File: src/rtl/aerbp_pkg.sv
// ----------------------------------------------------------------------------
// aerbp_pkg
// Shared types and codes for the address-event burst parser.
// ----------------------------------------------------------------------------
`timescale 1ns / 1ps
`default_nettype none

package aerbp_pkg;

  // Command codes carried on the input channel.
  localparam logic [1:0] CMD_FEED  = 2'd0;
  localparam logic [1:0] CMD_RESET = 2'd1;
  localparam logic [1:0] CMD_CLEAR = 2'd2;

  // Sticky error flag positions.
  localparam int ERR_TAIL_NO_ROW = 0;
  localparam int ERR_ROW_RANGE   = 1;
  localparam int ERR_COL_RANGE   = 2;
  localparam int ERR_OVERFLOW    = 3;

  // Width of the column count carried in a job (enough for 64 columns).
  localparam int JOB_CNT_W = 7;

  // One job handed from the front end to the back end.
  typedef struct packed {
    logic [JOB_CNT_W-1:0] count;
    logic [5:0]           row;
    logic                 bank;
    logic [3:0]           errors;
    logic [31:0]          bursts;
    logic [31:0]          events;
  } job_t;

  // Bank release notice from the back end once a drain has read its bank.
  typedef struct packed {
    logic valid;
    logic bank;
  } bank_release_t;

  // Back end sequencer states.
  typedef enum logic [1:0] {
    BK_IDLE,
    BK_EVENT,
    BK_STATUS
  } back_state_t;

endpackage

`default_nettype wire

File: src/rtl/aerbp_ram.sv
// ----------------------------------------------------------------------------
// aerbp_ram
// Generic single-write, single-read RAM with a registered read port.
// ----------------------------------------------------------------------------
`timescale 1ns / 1ps
`default_nettype none

module aerbp_ram #(
  parameter int WIDTH = 6,
  parameter int DEPTH = 64
) (
  input  wire logic                     clk,
  input  wire logic                     wr_en,
  input  wire logic [$clog2(DEPTH)-1:0] wr_addr,
  input  wire logic [WIDTH-1:0]         wr_data,
  input  wire logic                     rd_en,
  input  wire logic [$clog2(DEPTH)-1:0] rd_addr,
  output logic      [WIDTH-1:0]         rd_data
);

  logic [WIDTH-1:0] mem [DEPTH];

  // Write port, and a read port whose data holds until the next read.
  always_ff @(posedge clk) begin
    if (wr_en) begin
      mem[wr_addr] <= wr_data;
    end
    if (rd_en) begin
      rd_data <= mem[rd_addr];
    end
  end

endmodule

`default_nettype wire

File: src/rtl/aerbp_queue.sv
// ----------------------------------------------------------------------------
// aerbp_queue
// Two-entry job queue between the front end and the back end.
// ----------------------------------------------------------------------------
`timescale 1ns / 1ps
`default_nettype none

module aerbp_queue
  import aerbp_pkg::*;
(
  input  wire logic clk,
  input  wire logic rst,
  input  wire logic push,
  input  wire job_t push_job,
  output logic      full,
  input  wire logic pop,
  output job_t      head_job,
  output logic      empty
);

  job_t       slots [2];
  logic       wr_ptr;
  logic       rd_ptr;
  logic [1:0] fill;

  assign full     = (fill == 2'd2);
  assign empty    = (fill == 2'd0);
  assign head_job = slots[rd_ptr];

  // Entry storage; no reset needed for payload.
  always_ff @(posedge clk) begin
    if (push) begin
      slots[wr_ptr] <= push_job;
    end
  end

  // Pointers and fill level.
  always_ff @(posedge clk) begin
    if (rst) begin
      wr_ptr <= 1'b0;
      rd_ptr <= 1'b0;
      fill   <= 2'd0;
    end else begin
      if (push) begin
        wr_ptr <= ~wr_ptr;
      end
      if (pop) begin
        rd_ptr <= ~rd_ptr;
      end
      case ({push, pop})
        2'b10:   fill <= fill + 2'd1;
        2'b01:   fill <= fill - 2'd1;
        default: fill <= fill;
      endcase
    end
  end

endmodule

`default_nettype wire

File: src/rtl/aerbp_front.sv
// ----------------------------------------------------------------------------
// aerbp_front
// Accepts input beats, runs the burst parser state and queues one job each.
// ----------------------------------------------------------------------------
`timescale 1ns / 1ps
`default_nettype none

module aerbp_front
  import aerbp_pkg::*;
#(
  parameter int INDEX_BITS = 6,
  parameter int ROW_COUNT  = 48,
  parameter int MAX_COLS   = 32,
  parameter int AW         = 5
) (
  input  wire logic          clk,
  input  wire logic          rst,
  input  wire logic          in_valid,
  output logic               in_stall,
  input  wire logic [1:0]    command,
  input  wire logic          word_ok,
  input  wire logic          is_tail,
  input  wire logic [7:0]    payload,
  output logic               push,
  output job_t               push_job,
  input  wire logic          queue_full,
  input  wire bank_release_t release_bank,
  output logic               wr_en,
  output logic [AW:0]        wr_addr,
  output logic [5:0]         wr_data
);

  localparam int CNT_W = $clog2(MAX_COLS + 1);

  logic             expecting;
  logic             expecting_next;
  logic [5:0]       current_row;
  logic [5:0]       current_row_next;
  logic [CNT_W-1:0] count;
  logic [CNT_W-1:0] count_next;
  logic [3:0]       errors;
  logic [3:0]       errors_next;
  logic [31:0]      bursts;
  logic [31:0]      bursts_next;
  logic [31:0]      events;
  logic [31:0]      events_next;
  logic             bank;
  logic             bank_next;
  logic [1:0]       busy;
  logic [1:0]       busy_next;

  logic [INDEX_BITS-1:0] idx;
  logic [7:0]            idx8;
  logic                  room;
  logic                  col_write;
  logic                  accept;
  logic [CNT_W-1:0]      emit_n;

  assign idx  = payload[INDEX_BITS-1:0];
  assign idx8 = 8'(idx);
  assign room = ({1'b0, count} < (CNT_W + 1)'(MAX_COLS));

  // A column write may not touch a bank that is still being drained.
  assign col_write = (command == CMD_FEED) && word_ok && !is_tail && expecting && room;
  assign in_stall  = queue_full || (col_write && busy[bank]);
  assign accept    = in_valid && !in_stall;

  // Parser update for one accepted beat.
  always_comb begin
    expecting_next   = expecting;
    current_row_next = current_row;
    count_next       = count;
    errors_next      = errors;
    bursts_next      = bursts;
    events_next      = events;
    bank_next        = bank;
    busy_next        = busy;
    emit_n           = '0;
    wr_en            = 1'b0;
    wr_addr          = {bank, count[AW-1:0]};
    wr_data          = idx8[5:0];

    if (release_bank.valid) begin
      busy_next[release_bank.bank] = 1'b0;
    end

    if (accept) begin
      case (command)
        CMD_RESET, CMD_CLEAR: begin
          expecting_next   = 1'b0;
          current_row_next = '0;
          count_next       = '0;
          errors_next      = '0;
          if (command == CMD_CLEAR) begin
            bursts_next = '0;
            events_next = '0;
          end
        end
        CMD_FEED: begin
          if (word_ok) begin
            if (is_tail) begin
              if (!expecting) begin
                errors_next[ERR_TAIL_NO_ROW] = 1'b1;
              end else begin
                // Close the burst and hand its bank to the back end.
                emit_n         = count;
                events_next    = events + 32'(count);
                bursts_next    = bursts + 32'd1;
                count_next     = '0;
                expecting_next = 1'b0;
                bank_next      = ~bank;
                if (count != '0) begin
                  busy_next[bank] = 1'b1;
                end
              end
            end else if (!expecting) begin
              current_row_next = idx8[5:0];
              if ({1'b0, idx8} >= 9'(ROW_COUNT)) begin
                errors_next[ERR_ROW_RANGE] = 1'b1;
              end
              count_next     = '0;
              expecting_next = 1'b1;
            end else if (room) begin
              wr_en      = 1'b1;
              count_next = count + CNT_W'(1);
              if ({1'b0, idx8} >= 9'(MAX_COLS)) begin
                errors_next[ERR_COL_RANGE] = 1'b1;
              end
            end else begin
              errors_next[ERR_OVERFLOW] = 1'b1;
            end
          end
        end
        default: begin
        end
      endcase
    end
  end

  // Every accepted beat queues one job: errors and totals after the update.
  assign push            = accept;
  assign push_job.count  = JOB_CNT_W'(emit_n);
  assign push_job.row    = current_row;
  assign push_job.bank   = bank;
  assign push_job.errors = errors_next;
  assign push_job.bursts = bursts_next;
  assign push_job.events = events_next;

  // Parser registers.
  always_ff @(posedge clk) begin
    if (rst) begin
      expecting   <= 1'b0;
      current_row <= '0;
      count       <= '0;
      errors      <= '0;
      bursts      <= '0;
      events      <= '0;
      bank        <= 1'b0;
      busy        <= '0;
    end else begin
      expecting   <= expecting_next;
      current_row <= current_row_next;
      count       <= count_next;
      errors      <= errors_next;
      bursts      <= bursts_next;
      events      <= events_next;
      bank        <= bank_next;
      busy        <= busy_next;
    end
  end

endmodule

`default_nettype wire

File: src/rtl/aerbp_back.sv
// ----------------------------------------------------------------------------
// aerbp_back
// Takes jobs from the queue, drains buffered columns and sends the status.
// ----------------------------------------------------------------------------
`timescale 1ns / 1ps
`default_nettype none

module aerbp_back
  import aerbp_pkg::*;
#(
  parameter int AW = 5
) (
  input  wire logic        clk,
  input  wire logic        rst,
  input  wire logic        queue_empty,
  input  wire job_t        head_job,
  output logic             pop,
  output logic             rd_en,
  output logic [AW:0]      rd_addr,
  input  wire logic [5:0]  rd_data,
  output bank_release_t    release_bank,
  output logic             out_valid,
  input  wire logic        out_stall,
  output logic             is_event,
  output logic [5:0]       event_row,
  output logic [5:0]       event_col,
  output logic             last,
  output logic [3:0]       error_bits,
  output logic [31:0]      burst_total,
  output logic [31:0]      event_total
);

  back_state_t          state;
  back_state_t          state_next;
  job_t                 job;
  job_t                 job_next;
  logic [JOB_CNT_W-1:0] pos;
  logic [JOB_CNT_W-1:0] pos_next;
  logic [JOB_CNT_W-1:0] pos_inc;
  logic                 out_free;
  logic                 load_event;
  logic                 load_status;

  assign out_free = !out_valid || !out_stall;
  assign pos_inc  = pos + JOB_CNT_W'(1);

  // Sequencer: one read issued ahead of each event beat.
  always_comb begin
    state_next        = state;
    job_next          = job;
    pos_next          = pos;
    pop               = 1'b0;
    rd_en             = 1'b0;
    rd_addr           = {job.bank, pos_inc[AW-1:0]};
    release_bank      = '0;
    release_bank.bank = job.bank;
    load_event        = 1'b0;
    load_status       = 1'b0;

    case (state)
      BK_IDLE: begin
        if (!queue_empty) begin
          pop      = 1'b1;
          job_next = head_job;
          pos_next = '0;
          if (head_job.count != '0) begin
            rd_en      = 1'b1;
            rd_addr    = {head_job.bank, {AW{1'b0}}};
            state_next = BK_EVENT;
          end else begin
            state_next = BK_STATUS;
          end
        end
      end
      BK_EVENT: begin
        if (out_free) begin
          load_event = 1'b1;
          pos_next   = pos_inc;
          if (pos_inc < job.count) begin
            rd_en = 1'b1;
          end else begin
            release_bank.valid = 1'b1;
            state_next         = BK_STATUS;
          end
        end
      end
      BK_STATUS: begin
        if (out_free) begin
          load_status = 1'b1;
          state_next  = BK_IDLE;
        end
      end
      default: begin
        state_next = BK_IDLE;
      end
    endcase
  end

  // Sequencer registers.
  always_ff @(posedge clk) begin
    if (rst) begin
      state <= BK_IDLE;
    end else begin
      state <= state_next;
    end
  end

  always_ff @(posedge clk) begin
    job <= job_next;
    pos <= pos_next;
  end

  // Output register; valid is control, the rest is payload.
  always_ff @(posedge clk) begin
    if (rst) begin
      out_valid <= 1'b0;
    end else if (load_event || load_status) begin
      out_valid <= 1'b1;
    end else if (!out_stall) begin
      out_valid <= 1'b0;
    end
  end

  always_ff @(posedge clk) begin
    if (load_event || load_status) begin
      is_event    <= load_event;
      event_row   <= load_event ? job.row : 6'd0;
      event_col   <= load_event ? rd_data : 6'd0;
      last        <= load_status;
      error_bits  <= job.errors;
      burst_total <= job.bursts;
      event_total <= job.events;
    end
  end

endmodule

`default_nettype wire

File: src/rtl/aer_burst_event_parser.sv
// ----------------------------------------------------------------------------
// aer_burst_event_parser
// Row/column burst-mode address-event parser with a queued event emitter.
// ----------------------------------------------------------------------------
// Flow: each accepted beat is queued as a job; the back end pops it and, for a
// tail with N buffered columns, gives one event per cycle while out_stall is
// low, then the status beat. The two-entry job queue lets the front end run
// ahead of the back end.
// Reset: synchronous rst clears parser state, counters, queue and output valid.
`timescale 1ns / 1ps
`default_nettype none

module aer_burst_event_parser
  import aerbp_pkg::*;
#(
  parameter int INDEX_BITS = 6,
  parameter int ROW_COUNT  = 48,
  parameter int MAX_COLS   = 32
) (
  input  wire logic        clk,
  input  wire logic        rst,
  input  wire logic        in_valid,
  output logic             in_stall,
  input  wire logic [1:0]  command,
  input  wire logic        word_ok,
  input  wire logic        is_tail,
  input  wire logic [7:0]  payload,
  output logic             out_valid,
  input  wire logic        out_stall,
  output logic             is_event,
  output logic [5:0]       event_row,
  output logic [5:0]       event_col,
  output logic             last,
  output logic [3:0]       error_bits,
  output logic [31:0]      burst_total,
  output logic [31:0]      event_total
);

  // Address bits within one bank of the double-banked column buffer.
  localparam int AW = (MAX_COLS > 1) ? $clog2(MAX_COLS) : 1;

  logic          push;
  job_t          push_job;
  logic          queue_full;
  logic          pop;
  job_t          head_job;
  logic          queue_empty;
  bank_release_t release_bank;
  logic          wr_en;
  logic [AW:0]   wr_addr;
  logic [5:0]    wr_data;
  logic          rd_en;
  logic [AW:0]   rd_addr;
  logic [5:0]    rd_data;

  // Front end: parser state and column writes.
  aerbp_front #(
    .INDEX_BITS (INDEX_BITS),
    .ROW_COUNT  (ROW_COUNT),
    .MAX_COLS   (MAX_COLS),
    .AW         (AW)
  ) u_front (
    .clk          (clk),
    .rst          (rst),
    .in_valid     (in_valid),
    .in_stall     (in_stall),
    .command      (command),
    .word_ok      (word_ok),
    .is_tail      (is_tail),
    .payload      (payload),
    .push         (push),
    .push_job     (push_job),
    .queue_full   (queue_full),
    .release_bank (release_bank),
    .wr_en        (wr_en),
    .wr_addr      (wr_addr),
    .wr_data      (wr_data)
  );

  // Job queue between the two halves.
  aerbp_queue u_queue (
    .clk      (clk),
    .rst      (rst),
    .push     (push),
    .push_job (push_job),
    .full     (queue_full),
    .pop      (pop),
    .head_job (head_job),
    .empty    (queue_empty)
  );

  // Column buffer, two banks so one burst fills while the last one drains.
  aerbp_ram #(
    .WIDTH (6),
    .DEPTH (2 ** (AW + 1))
  ) u_col_ram (
    .clk     (clk),
    .wr_en   (wr_en),
    .wr_addr (wr_addr),
    .wr_data (wr_data),
    .rd_en   (rd_en),
    .rd_addr (rd_addr),
    .rd_data (rd_data)
  );

  // Back end: event drain and status beat.
  aerbp_back #(
    .AW (AW)
  ) u_back (
    .clk          (clk),
    .rst          (rst),
    .queue_empty  (queue_empty),
    .head_job     (head_job),
    .pop          (pop),
    .rd_en        (rd_en),
    .rd_addr      (rd_addr),
    .rd_data      (rd_data),
    .release_bank (release_bank),
    .out_valid    (out_valid),
    .out_stall    (out_stall),
    .is_event     (is_event),
    .event_row    (event_row),
    .event_col    (event_col),
    .last         (last),
    .error_bits   (error_bits),
    .burst_total  (burst_total),
    .event_total  (event_total)
  );

endmodule

`default_nettype wire
File: config.mk
export PLATFORM = sky130hd
export DESIGN_NAME = aer_burst_event_parser
export DESIGN_NICKNAME = d
export VERILOG_FILES = /design/src/rtl/aerbp_pkg.sv /design/src/rtl/aerbp_ram.sv /design/src/rtl/aerbp_queue.sv /design/src/rtl/aerbp_front.sv /design/src/rtl/aerbp_back.sv /design/src/rtl/aer_burst_event_parser.sv
export SDC_FILE = /design/constraint.sdc
export NUM_CORES = 1
export LEC_CHECK = 0
export BUFFER_PORTS_ARGS = -buffer_cell sky130_fd_sc_hd__buf_2
export CORE_MARGIN = 5
export CORE_UTILIZATION = 25
export CTS_BUF_LIST = sky130_fd_sc_hd__clkbuf_8
export CTS_CLUSTER_DIAMETER = 100
export CTS_CLUSTER_SIZE = 25
export DETAILED_ROUTE_END_ITERATION = 10
export HOLD_SLACK_MARGIN = 0.06
export PLACE_DENSITY = 0.41
export SLEW_MARGIN = 20
export SYNTH_ARGS = -nofsm -noshare
export SYNTH_HDL_FRONTEND = slang
export SYNTH_HIERARCHICAL = 1
export SYNTH_SLANG_ARGS = --single-unit
File: constraint.sdc
create_clock -name clk -period 11.5 [get_ports clk]
set_input_delay 0.575 -clock clk [delete_from_list [all_inputs] [get_ports clk]]
set_output_delay 0.575 -clock clk [all_outputs]
set_load 0.05 [all_outputs]
==> key figures, run 1 <==
Floorplan
  • Rows: 134
  • Die area: 141000 sq um
  • DIE HEIGHT: 375 um
  • Die width: 375 um
  • Initial core utilization: 25.1%
  • Core Area: 133000 sq um
  • IO Pins: 100

Global route
  • Global Route Usage Sum: 11.2%
  • Vias in the first global route: ~19000
  • Largest net degree at the start of global routing: 96
  • First-pass GRT wire length: 121 mm
  • Total grt overflow: 0
  • Antenna violations before repair: 8

Setup path
  • CP arrival: 5.47 ns
  • WS Path Type: flop to flop
  • WP data required: 12.00 ns
  • Startpoint types: flop
  • Slowest stage delay, CP: 0.67 ns
  • Crit-path max FO: 45
  • CP max stage cell: buf_4
  • CP endpoint kind: flop
  • Cells along the critical path: mux2_2 -> or4_4 -> nor4_4 -> nor2b_2 -> nor2_4 -> buf_4 -> buf_4 -> mux4_2 -> mux4_2 -> o211ai_1 -> nand2_1

Synth
  • Post-synth EDFFs: slightly above 700
  • Main combinational cell family by area after synthesis: multiplexers
  • Yosys warns: 6
  • Simple-gate area share of the yosys netlist: 8.81%
  • Cells after synthesis: 2096
  • Synth cell types: 94
  • Yosys reg bits: 817
  • Post-synthesis sequential area ratio: 70.7%
  • Synth Area in Compound Gates: between 6 and 7%
  • Post-synthesis mux area share: 10.4%
  • Post-Synth XOR/XNOR Area: 0.341%
  • Mean post-synth cell area: 15.9 sq um
  • Post-synthesis net count: 2133
  • Synth Area in Adders: 0.809%
  • Async set-reset flop share out of synthesis: 0%
  • Post-Syn Area: ~33000 sq um
  • Prevailing post-synth register cell: edfxtp_1

CTS
  • CTS tree: done
  • Post-CTS setup buffer count: 0
  • CTS buffer count: 39
  • Clock sink total: slightly above 800
  • H-tree levels: 2
  • Max clock buf depth: 3
  • Hold buffer count at cts: 0
  • Clk Latency, worst-skew pair: 0.72 ns
  • Resized cells post-CTS: 0
  • CTS clk-pin slew, worst paths: roughly 0.16 ns
  • Root Driver: clkbuf_8

Layout
  • Filler Cell Count: 13478
  • Most frequent cells in the layout: 725 x edfxtp_1, 140 x nor2_1, 117 x nand2_1, 103 x mux4_2, 97 x buf_2
  • Nets: 2167
  • Share of layout cells above drive strength 1: 18.9%
  • Post-Layout Inst Area: between 30000 and 40000 sq um
  • Most common cell after layout, fill and taps aside: edfxtp_1
  • Final Non-Filler Cells: 3924
  • Layout area overhead: 9.05%

Place
  • Port Buf Inserts: 97
  • Post-DP Area: 35700 sq um
  • GP Congestion: approximately 0.77
  • Inst Count DP: 3857
  • Hpwl dp: 51.4 mm

Route
  • Post-route ant nets: 0
  • First DRT Iteration DRCs: 1609
  • Drt total wl: 81.4 mm
  • Vias per cell: 4.66
  • DR DRC count: 0
  • Via count: 18303
  • Drt first pass iters: 6
  • DR WL/cell: 20.7 um

STA
  • Fin. max-slew vios: 0
  • RSZ-0062 raised after global routing: false
  • Final Hold Vio Count: 0
  • WHS: 0.241 ns
  • Fmax: 201 MHz
  • Setup TNS: 0 ns
  • Worst Skew: 0.0571 ns
  • Slew margin rel.: 29.5%
  • Minimum clock period: 4.97 ns
  • Final worst-path cycle share: about 43%
  • Slew @ Worst Pin: 1.05 ns
  • Final setup fails: 0

Power
  • Max IR drop VDD: 0.000286 V
  • PwrDens: 217 nW/um^2
  • LEAKAGE: approximately 11 nW
  • Overall power: 7.91 mW

Job
  • Max-Cap Viols: 0

Run status
  • Status: complete, no violations

Min path
  • Hold WC Path Type: primary input to flop
[Yosys cell counts (8+ instances only)]
| library cell | instances | share of area [%] |
|---|---|---|
| ha_1 | 20 | 0.75 |
| nor2b_1 | 25 | 0.47 |
| dfxtp_1 | 92 | 5.5 |
| nor3_1 | 36 | 0.54 |
| mux2_2 | 84 | 2.8 |
| mux4_2 | 103 | 6.9 |
| a211oi_1 | 8 | 0.18 |
| mux2i_1 | 20 | 0.60 |
| nand2_1 | 117 | 1.3 |
| xnor2_1 | 9 | 0.24 |
| nand2b_1 | 18 | 0.34 |
| and3_1 | 14 | 0.26 |
| o22ai_1 | 9 | 0.17 |
| o21ai_0 | 49 | 0.73 |
| o211ai_1 | 12 | 0.27 |
| nand3_1 | 45 | 0.67 |
| a21o_1 | 8 | 0.18 |
| nor2_1 | 147 | 1.7 |
| clkbuf_1 | 54 | 0.61 |
| a31oi_1 | 57 | 1.1 |
| a41oi_1 | 10 | 0.26 |
| nand4_1 | 35 | 0.66 |
| buf_2 | 38 | 0.57 |
| inv_1 | 32 | 0.36 |
| buf_4 | 30 | 0.67 |
| and4_1 | 11 | 0.29 |
| edfxtp_1 | 725 | 65 |
| a22o_1 | 9 | 0.24 |
| and2_1 | 32 | 0.60 |
| nor4_1 | 11 | 0.21 |
| a21oi_1 | 75 | 1.1 |
| or3_1 | 18 | 0.34 |
[layer usage]
metal	part of all wire [%]	vias up	track usage, %
met4	2.6	4	3.13
met5	0.020	-	0
met1	43	9503	14.6
li1	-	8221	-
met3	4.7	108	1.71
met2	49	467	19.4
[final cells by class]
| type | instances | area [sq um] | share of cell area [%] |
|---|---|---|---|
| diodes | 4 | 10.0 | 0.0275 |
| multi-input cells | 1113 | 9040 | 24.8 |
| flip-flops and latches | 817 | 23600 | 64.9 |
| clock buffers | 39 | 537 | 1.47 |
| clock inverters | 24 | 158 | 0.433 |
| repair buffers | 125 | 708 | 1.95 |
| well taps | 1768 | 2210 | 6.08 |
| inverters | 34 | 128 | 0.351 |
[power by group]
part,switching (mW),internal (mW),leakage [nW]
clock network,0.883,0.353,0.408
registers,0.136,3.78,7.46
logic,1.79,0.970,3.49
[path summary, 6_finish.rpt]
| check | startpoint | to | slack, ns | cells past startpoint |
|---|---|---|---|---|
| worst max-delay path | flop | u_col_ram/rd_data[5] | 6.53 | 11 |
| worst min-delay path | out_stall | u_back/out_valid | 0.24 | 3 |
| worst max register to register | flop | u_col_ram/rd_data[5] | 6.53 | 11 |
| worst min register to register | u_back/job[11] | u_back/event_total[11] | 0.44 | 0 |
[sequential cells by signal, indices dropped and copies added (netlist names), 4 cells and up, named ones only]
register and flops:
u_back/burst_total 32, u_back/error_bits 4, u_back/event_col 6, u_back/event_row 6, u_back/event_total 32, u_back/job 81
u_back/pos 7, u_col_ram/mem 384, u_col_ram/rd_data 6, u_front/bursts 32, u_front/count 6, u_front/current_row 6
u_front/errors 4, u_front/events 32, u_queue/slots 164
[critical path, delay by kind of cell (launching register included)]
family	cells	cell delay, ns
compound gates	1	0.24
buf+inv	2	1.29
mux	3	1.38
simple gates	5	1.20
flops	1	0.59
[cell families (layout without fill, tap and decap cells)]
group | Yosys count | after routing
adders and majority gates | 21 | 21
DFF | 817 | 817
AOI/OAI and AO/OA | 311 | 311
and+or+nand+nor | 559 | 559
xor gates and xnor gates | 13 | 13
muxes | 208 | 208
buffers and inverters | 166 | 222
other | 1 | 5
[metrics by stage]
stage / util [%] / setup WS, ns
detailed placement: 26.8 / 6.38
global route: 27.3 / 6.31
CTS: 27.3 / 6.41
floorplan: - / 2.50
finish: 27.3 / 6.53
global placement: 26.8 / 6.44
No activity file was read; power rests on OpenSTA's default activity.
==> run 2: changes to the inputs <==
--- a/config.mk
+++ b/config.mk
@@ -13,7 +13,7 @@
 export CTS_CLUSTER_SIZE = 25
 export DETAILED_ROUTE_END_ITERATION = 10
 export HOLD_SLACK_MARGIN = 0.06
-export PLACE_DENSITY = 0.41
+export PLACE_DENSITY = 0.42
 export SLEW_MARGIN = 20
 export SYNTH_ARGS = -nofsm -noshare
 export SYNTH_HDL_FRONTEND = slang
==> constraint.sdc (replaced) <==
create_clock -name clk -period 4.4 [get_ports clk]
set_input_delay 0.22 -clock clk [delete_from_list [all_inputs] [get_ports clk]]
set_output_delay 0.22 -clock clk [all_outputs]
set_load 0.05 [all_outputs]
==> run 2 against run 1 <==
  * Global-route usage increased by 0.21 points
  * Non-clock buffer count increased by 35
  * Setup slack got worse by 6.2 ns
  * Routed wire length increased by 1.4%
  * Maximum frequency increased by 21%
  * Clock power increased to 2.6 times the previous value
  * Core utilization increased by 0.28 points
  * Critical path type unchanged
  * Critical endpoint is now u_col_ram/rd_data[4]
  * Largest cell class unchanged
  * Highest routed layer is now met4
==> key figures, run 2 (synthesis results as in run 1) <==
Run status
  • Status: complete, no violations

Power
  • Clock network fraction of total power: 15.2% (-0.4 points)
  • PwrDens: 572 nW/um^2 (+160%)
  • Pint: 13.6 mW (+170%)
  • Switching Fraction: 35.1% (-0.31 points)
  • Combinational power share: 36.1% (+1.3 points)
  • LEAKAGE: 11.5 nW (+1.6%)
  • Sequential Power Share: 48.8% (-0.7 points)
  • Max IR drop VDD: 0.000420 V (+47%)
  • Sw Pwr: 7.39 mW (+160%)

CTS
  • Post-CTS setup buffer count: 0 (unchanged)
  • Root Driver: clkbuf_8
  • CTS buffer count: 39 (unchanged)
  • Clk Latency, worst-skew pair: 0.70 ns (-0.02 ns)
  • H-tree levels: 2 (unchanged)
  • Max clock buf depth: 3 (unchanged)
  • Clock sink total: 817 (unchanged)
  • CTS clk-pin slew, worst paths: 0.15 ns (about the same)
  • Resized cells post-CTS: 0 (unchanged)
  • CTS tree: done

Route
  • DR WL/cell: 20.8 um (+0.50%)
  • Via count: 18405 (+0.56%)
  • Drt total wl: 82.6 mm (+1.4%)
  • DR DRC count: 0 (unchanged)
  • Vias per cell: 4.65 (-0.38%)
  • Drt first pass iters: 6 (unchanged)
  • First DRT Iteration DRCs: 1290 (-20%)
  • Post-route ant nets: 0 (unchanged)

Layout
  • Filler Cell Count: 13469 (-0.067%)
  • Nets: 2202 (+1.6%)
  • Biggest register: u_col_ram/mem
  • Most common cell after layout, fill and taps aside: edfxtp_1
  • Most frequent cells in the layout: 725 x edfxtp_1, 141 x nor2_1, 117 x nand2_1, 103 x mux4_2, 96 x buf_2
  • Share of layout cells above drive strength 1: 19.9% (+1.0 points)
  • Max reg flops: 384 (unchanged)
  • Layout area overhead: 10.2%
  • Regs by FF count: u_col_ram/mem (384), u_queue/slots (164), u_back/job (81)

Setup path
  • WP data required: 4.84 ns (-7.16 ns)
  • Cells along the critical path: mux2_2 -> or4_4 -> nor4_4 -> nor2b_2 -> nor2_4 -> buf_12 -> mux4_2 -> mux4_2 -> o211ai_1 -> nand2_1
  • R2R cell count: 10 (-1)
  • WS Path Type: flop to flop
  • Top cell by count, worst path: mux4_2
  • CP endpoint kind: flop
  • Worst r2r dst: u_col_ram/rd_data[4]
  • Flop-to-flop setup slack: 0.28 ns (-6.25 ns)
  • CP max stage cell: or4_4
  • CP arrival: 4.56 ns (-0.91 ns)
  • Crit-path max FO: 28 (-38%)
  • Slowest stage delay, CP: 0.55 ns (-0.12 ns)
  • Startpoint types: flop

Global route
  • Met2 GRT Util: 19.8% (+0.37 points)
  • Met1 Usage GRT: 15.2% (+0.60 points)
  • Antenna violations before repair: 4 (-4)
  • First-pass GRT wire length: 123 mm (+1.9%)
  • Global Route Usage Sum: 11.4% (+0.21 points)
  • Largest net degree at the start of global routing: 69 (-28%)
  • M3 GR Usage: 1.49% (-0.21 points)
  • GRT busiest layer: met2
  • Vias in the first global route: 18579 (+0.25%)
  • Total grt overflow: 0 (unchanged)

Min path
  • WHS Path Cells: 2 (-1)
  • Hold WC Path Type: primary input to flop
  • Worst Hold End: u_col_ram/mem[45][1]
  • Worst hold start: payload[1]

STA
  • Fmax: 243 MHz (+21%)
  • Setup TNS: 0 ns (unchanged)
  • Final worst-path cycle share: 93.6% (+50 points)
  • Slew margin rel.: 30.8% (+1.2 points)
  • RSZ-0062 raised after global routing: false
  • Fin. max-slew vios: 0 (unchanged)
  • Final Hold Vio Count: 0 (unchanged)
  • Worst Skew: 0.0411 ns (-0.0160 ns)
  • Minimum clock period: 4.12 ns (-0.851 ns)
  • Slew @ Worst Pin: 1.04 ns (-0.0104 ns)
  • Final setup fails: 0 (unchanged)
  • Setup ws final: 0.280 ns (-6.25 ns)

Floorplan
  • Initial core utilization: 25.1% (unchanged)
  • Core Area: 133000 sq um (unchanged)
  • Die area: 141000 sq um (unchanged)
  • DIE HEIGHT: 375 um (unchanged)
  • Rows: 134 (unchanged)
  • Die width: 375 um (unchanged)
  • IO Pins: 100 (unchanged)

Place
  • Port Buf Inserts: 97 (unchanged)
  • Pre-CTS setup slack: 0.270 ns (-6.11 ns)
  • Hpwl dp: 54.4 mm (+5.8%)
  • GP Congestion: 0.799 (+3.4%)

Job
  • Max-Cap Viols: 0 (unchanged)
==> run 2: cell types whose count changed in the layout (fill, tap and decap cells not counted), moves of 2 or more <==
cell / before / now
buf_4: 27 / 49
buf_12: 1 / 11
dlygate4sd3_1: 0 / 4
diode_2: 4 / 6
==> run 2: what timing repair did <==
action,CTS,global route
setup endpoints to repair,0,0
endpoints found under the hold margin,19,3
hold buffers,3,1
==> run 2: critical path, delay by kind of cell, from the launching register on <==
family          cells  cell delay, ns
buf+inv             1            0.27
simple gates        5            1.31
compound gates      1            0.35
flops               1            0.45
mux                 3            1.45
==> run 2: layer usage <==
metal  part of all wire (%)  wire [um]  vias up
met5                      0          0        -
met2                     49      40700      395
met3                    4.0       3340       90
met4                    2.2       1830        0
li1                       -          -     8316
met1                     44      36700     9604
==> run 2: worst max-delay path by stage <==
| stage | startpoint | end | slack (ns) |
|---|---|---|---|
| 2_1_floorplan | u_back/state[0] | u_col_ram/rd_data[1] | -0.34 |
| 3_3_place_gp | flop | u_col_ram/rd_data[2] | 0.28 |
| 3_5_place_dp | flop | u_col_ram/rd_data[4] | 0.27 |
| 4_1_cts | flop | u_col_ram/rd_data[4] | 0.24 |
| 5_1_grt | flop | u_col_ram/rd_data[0] | 0.16 |
| 6_report | flop | u_col_ram/rd_data[4] | 0.28 |
==> run 2: power groups by stage <==
stage	logic, mW	clock network, mW	registers, mW
after global routing	8.15	3.64	10.4
after detailed placement	7.78	0	10.5
final	7.58	3.19	10.3
after global placement	7.79	0	10.4
after floorplan	4.39	0	11.3
after CTS	7.81	3.40	10.3
==> run 2: metrics by stage <==
step                      power [mW]  std cells  cell area, sq um  hold slack, ns  util [%]
after global placement          18.2       3888             36100           0.401      27.1
after global routing            22.2       3956             36800           0.147      27.6
after detailed placement        18.2       3888             36100           0.405      27.1
final                           21.0       3961             36800           0.187      27.6
after CTS                       21.5       3954             36800           0.136      27.6
after floorplan                 15.7       2096             33400           0.285         -
==> run 2: area by class of cell <==
| cell class | count | area (sq um) | area share, % |
|---|---|---|---|
| flip-flops and latches | 817 | 23600 | 64.2 |
| diodes | 6 | 15.0 | 0.0408 |
| clock inverters | 23 | 123 | 0.333 |
| inverters | 34 | 128 | 0.347 |
| clock buffers | 40 | 551 | 1.50 |
| repair buffers | 160 | 1110 | 3.01 |
| well taps | 1768 | 2210 | 6.01 |
| multi-input cells | 1113 | 9030 | 24.5 |
==> run 3: changes to the inputs <==
--- a/config.mk
+++ b/config.mk
@@ -7,13 +7,13 @@
 export LEC_CHECK = 0
 export BUFFER_PORTS_ARGS = -buffer_cell sky130_fd_sc_hd__buf_2
 export CORE_MARGIN = 5
-export CORE_UTILIZATION = 25
+export CORE_UTILIZATION = 55
 export CTS_BUF_LIST = sky130_fd_sc_hd__clkbuf_8
 export CTS_CLUSTER_DIAMETER = 100
 export CTS_CLUSTER_SIZE = 25
 export DETAILED_ROUTE_END_ITERATION = 10
 export HOLD_SLACK_MARGIN = 0.06
-export PLACE_DENSITY = 0.42
+export PLACE_DENSITY = 0.77
 export SLEW_MARGIN = 20
 export SYNTH_ARGS = -nofsm -noshare
 export SYNTH_HDL_FRONTEND = slang
==> run 3 against run 2 <==
  * Cell area down 3.4%
  * Final cell count down 25%
  * Power down 2.3%
  * Setup slack better by 0.046 ns
  * Die area shrank 53%
  * Global-route usage up 9.8 points
  * Clock skew up 0.027 ns
  * Sequential power hardly changed
  * Critical endpoint is now u_col_ram/rd_data[1]
  * Core utilization increased by 31 points
  * Register-to-register slack better by 0.05 ns
  * Combinational power decreased by 3.8%
==> key figures, run 3 (synthesis results as in run 1) <==
STA
  • Slew @ Worst Pin: 0.957 ns (-0.0818 ns)
  • Final Hold Vio Count: 0 (unchanged)
  • Setup ws final: 0.327 ns (+0.0463 ns)
  • Fin. max-slew vios: 0 (unchanged)
  • Final worst-path cycle share: 92.6% (-1.1 points)
  • RSZ-0062 raised after global routing: false
  • Fmax: 246 MHz (+1.1%)
  • Worst Skew: 0.0679 ns (+0.0268 ns)
  • Final setup fails: 0 (unchanged)
  • Minimum clock period: 4.07 ns (-0.0463 ns)
  • Slew margin rel.: 36.2% (+5.5 points)

Setup path
  • CP arrival: 4.52 ns (-0.04 ns)
  • CP endpoint kind: flop
  • Startpoint types: flop
  • Cell family with most CP delay: simple AND/OR/NAND/NOR gates
  • Cells along the critical path: mux2_2 -> or4_4 -> nor4_4 -> nor2b_2 -> nor2_4 -> buf_12 -> mux4_2 -> nor2b_1 -> a211oi_1 -> a311o_1 -> a22oi_1
  • Critical path buffers and inverters: 1 (unchanged)
  • WP data required: 4.85 ns (about the same)
  • Flop-to-flop setup slack: 0.33 ns (+0.05 ns)
  • CP max stage cell: or4_4
  • WS Path Type: flop to flop
  • Slowest stage delay, CP: 0.55 ns (about the same)
  • Crit-path max FO: 23 (-18%)

Route
  • DR WL/cell: 24.0 um (+15%)
  • Post-route ant nets: 0 (unchanged)
  • Via count: 18906 (+2.7%)
  • Vias per cell: 6.37 (+37%)
  • Drt total wl: 71.4 mm (-14%)
  • First DRT Iteration DRCs: 2324 (+80%)
  • Drt first pass iters: 6 (unchanged)
  • DR DRC count: 0 (unchanged)

Min path
  • Hold WC Path Type: primary input to flop

Floorplan
  • DIE HEIGHT: 256 um (-32%)
  • Initial core utilization: 55.4% (+30 points)
  • IO Pins: 100 (unchanged)
  • Core Area: 60200 sq um (-55%)
  • Rows: 90 (-33%)
  • Die area: 65700 sq um (-53%)
  • Die width: 256 um (-32%)

Global route
  • Global Route Usage Sum: 21.2% (+9.8 points)
  • Vias in the first global route: 18524 (-0.30%)
  • Total grt overflow: 0 (unchanged)
  • Largest net degree at the start of global routing: 72 (+4.3%)
  • Antenna violations before repair: 1 (-3)
  • First-pass GRT wire length: 110 mm (-11%)

Layout
  • Nets: 2202 (unchanged)
  • Biggest register: u_col_ram/mem
  • Most frequent cells in the layout: 725 x edfxtp_1, 141 x nor2_1, 117 x nand2_1, 103 x mux4_2, 94 x buf_2
  • Share of layout cells above drive strength 1: 19.7% (-0.17 points)
  • Regs by FF count: u_col_ram/mem (384), u_queue/slots (164), u_back/job (81)
  • Post-Layout Inst Area: 35500 sq um (-3.4%)
  • Layout area overhead: 6.44%
  • Max reg flops: 384 (unchanged)
  • Filler Cell Count: 4324 (-68%)
  • Core Util, Final: 59.0% (+31 points)
  • Most common cell after layout, fill and taps aside: edfxtp_1

Power
  • Max IR drop VDD: 0.000459 V (+9.2%)
  • PwrDens: 578 nW/um^2 (+1.1%)
  • LEAKAGE: 11.5 nW (about the same)
  • Overall power: 20.5 mW (-2.3%)

Place
  • Post-DP Area: 34700 sq um (-3.6%)
  • Pre-CTS setup slack: 0.203 ns (-0.0671 ns)
  • Hpwl dp: 46.8 mm (-14%)
  • Port Buf Inserts: 97 (unchanged)
  • GP Congestion: 0.911 (+14%)

Run status
  • Status: complete, no violations

CTS
  • Root Driver: clkbuf_8
  • Clock sink total: 817 (unchanged)
  • Max clock buf depth: 3 (unchanged)
  • CTS clk-pin slew, worst paths: 0.15 ns (about the same)
  • Resized cells post-CTS: 0 (unchanged)
  • H-tree levels: 2 (unchanged)
  • CTS tree: done
  • CTS buffer count: 39 (unchanged)
  • Clk Latency, worst-skew pair: 0.70 ns (about the same)

Job
  • Max-Cap Viols: 0 (unchanged)
run 3: layout make-up:
| type | count | area [sq um] | area share (%) |
|---|---|---|---|
| multi-input combinational | 1113 | 9030 | 25.4 |
| sequential | 817 | 23600 | 66.5 |
| antenna | 2 | 5.00 | 0.0141 |
| timing repair buffer | 160 | 1100 | 3.08 |
| clock inverter | 22 | 135 | 0.380 |
| clock buffer | 40 | 551 | 1.55 |
| tap | 782 | 978 | 2.75 |
| inverter | 34 | 128 | 0.359 |
run 3: timing repair:
action,CTS,global route
setup buffers,0,3
hold buffers,5,2
hold endpoints to repair,47,12
endpoints found under the setup margin,0,1
run 3: worst paths after layout:
path,start,endpoint,depth (start not counted)
setup / recovery,flop,u_col_ram/rd_data[1],11
hold / removal,payload[3],u_col_ram/mem[26][3],1
setup reg to reg,flop,u_col_ram/rd_data[1],11
hold reg to reg,u_back/job[9],u_back/event_total[9],0
run 3: where the power goes:
part | internal (mW) | switching (mW) | total, mW
clock | 0.883 | 2.16 | 3.05
combinational | 2.77 | 4.51 | 7.29
sequential | 9.88 | 0.328 | 10.2
total | 13.5 | 7.00 | 20.5
run 3: per-stage QoR:
stage | hold WS (ns) | setup TNS (ns) | cells
global placement | 0.403 | 0 | 2896
global route | 0.0901 | 0 | 2969
detailed placement | 0.405 | 0 | 2896
floorplan | 0.285 | -1.89 | 2096
finish | 0.100 | 0 | 2970
CTS | 0.112 | 0 | 2963
run 3: per-layer routing:
layer  global-route usage (%)  share of wire, %  vias up
li1                         -                 -     8307
met1                     31.2                41     9517
met2                     33.4                47      951
met3                     3.76               9.3      131
met4                     5.79               2.6        0
met5                        0                 0        -
run 3: worst register-to-register path, stage by stage (launching register included):
cell      delay [ns]
dfxtp_4         0.48
mux2_2          0.37
or4_4           0.55
nor4_4          0.24
nor2b_2         0.18
nor2_4          0.31
buf_12          0.27
mux4_2          0.53
nor2b_1         0.15
a211oi_1        0.40
a311o_1         0.27
a22oi_1         0.11
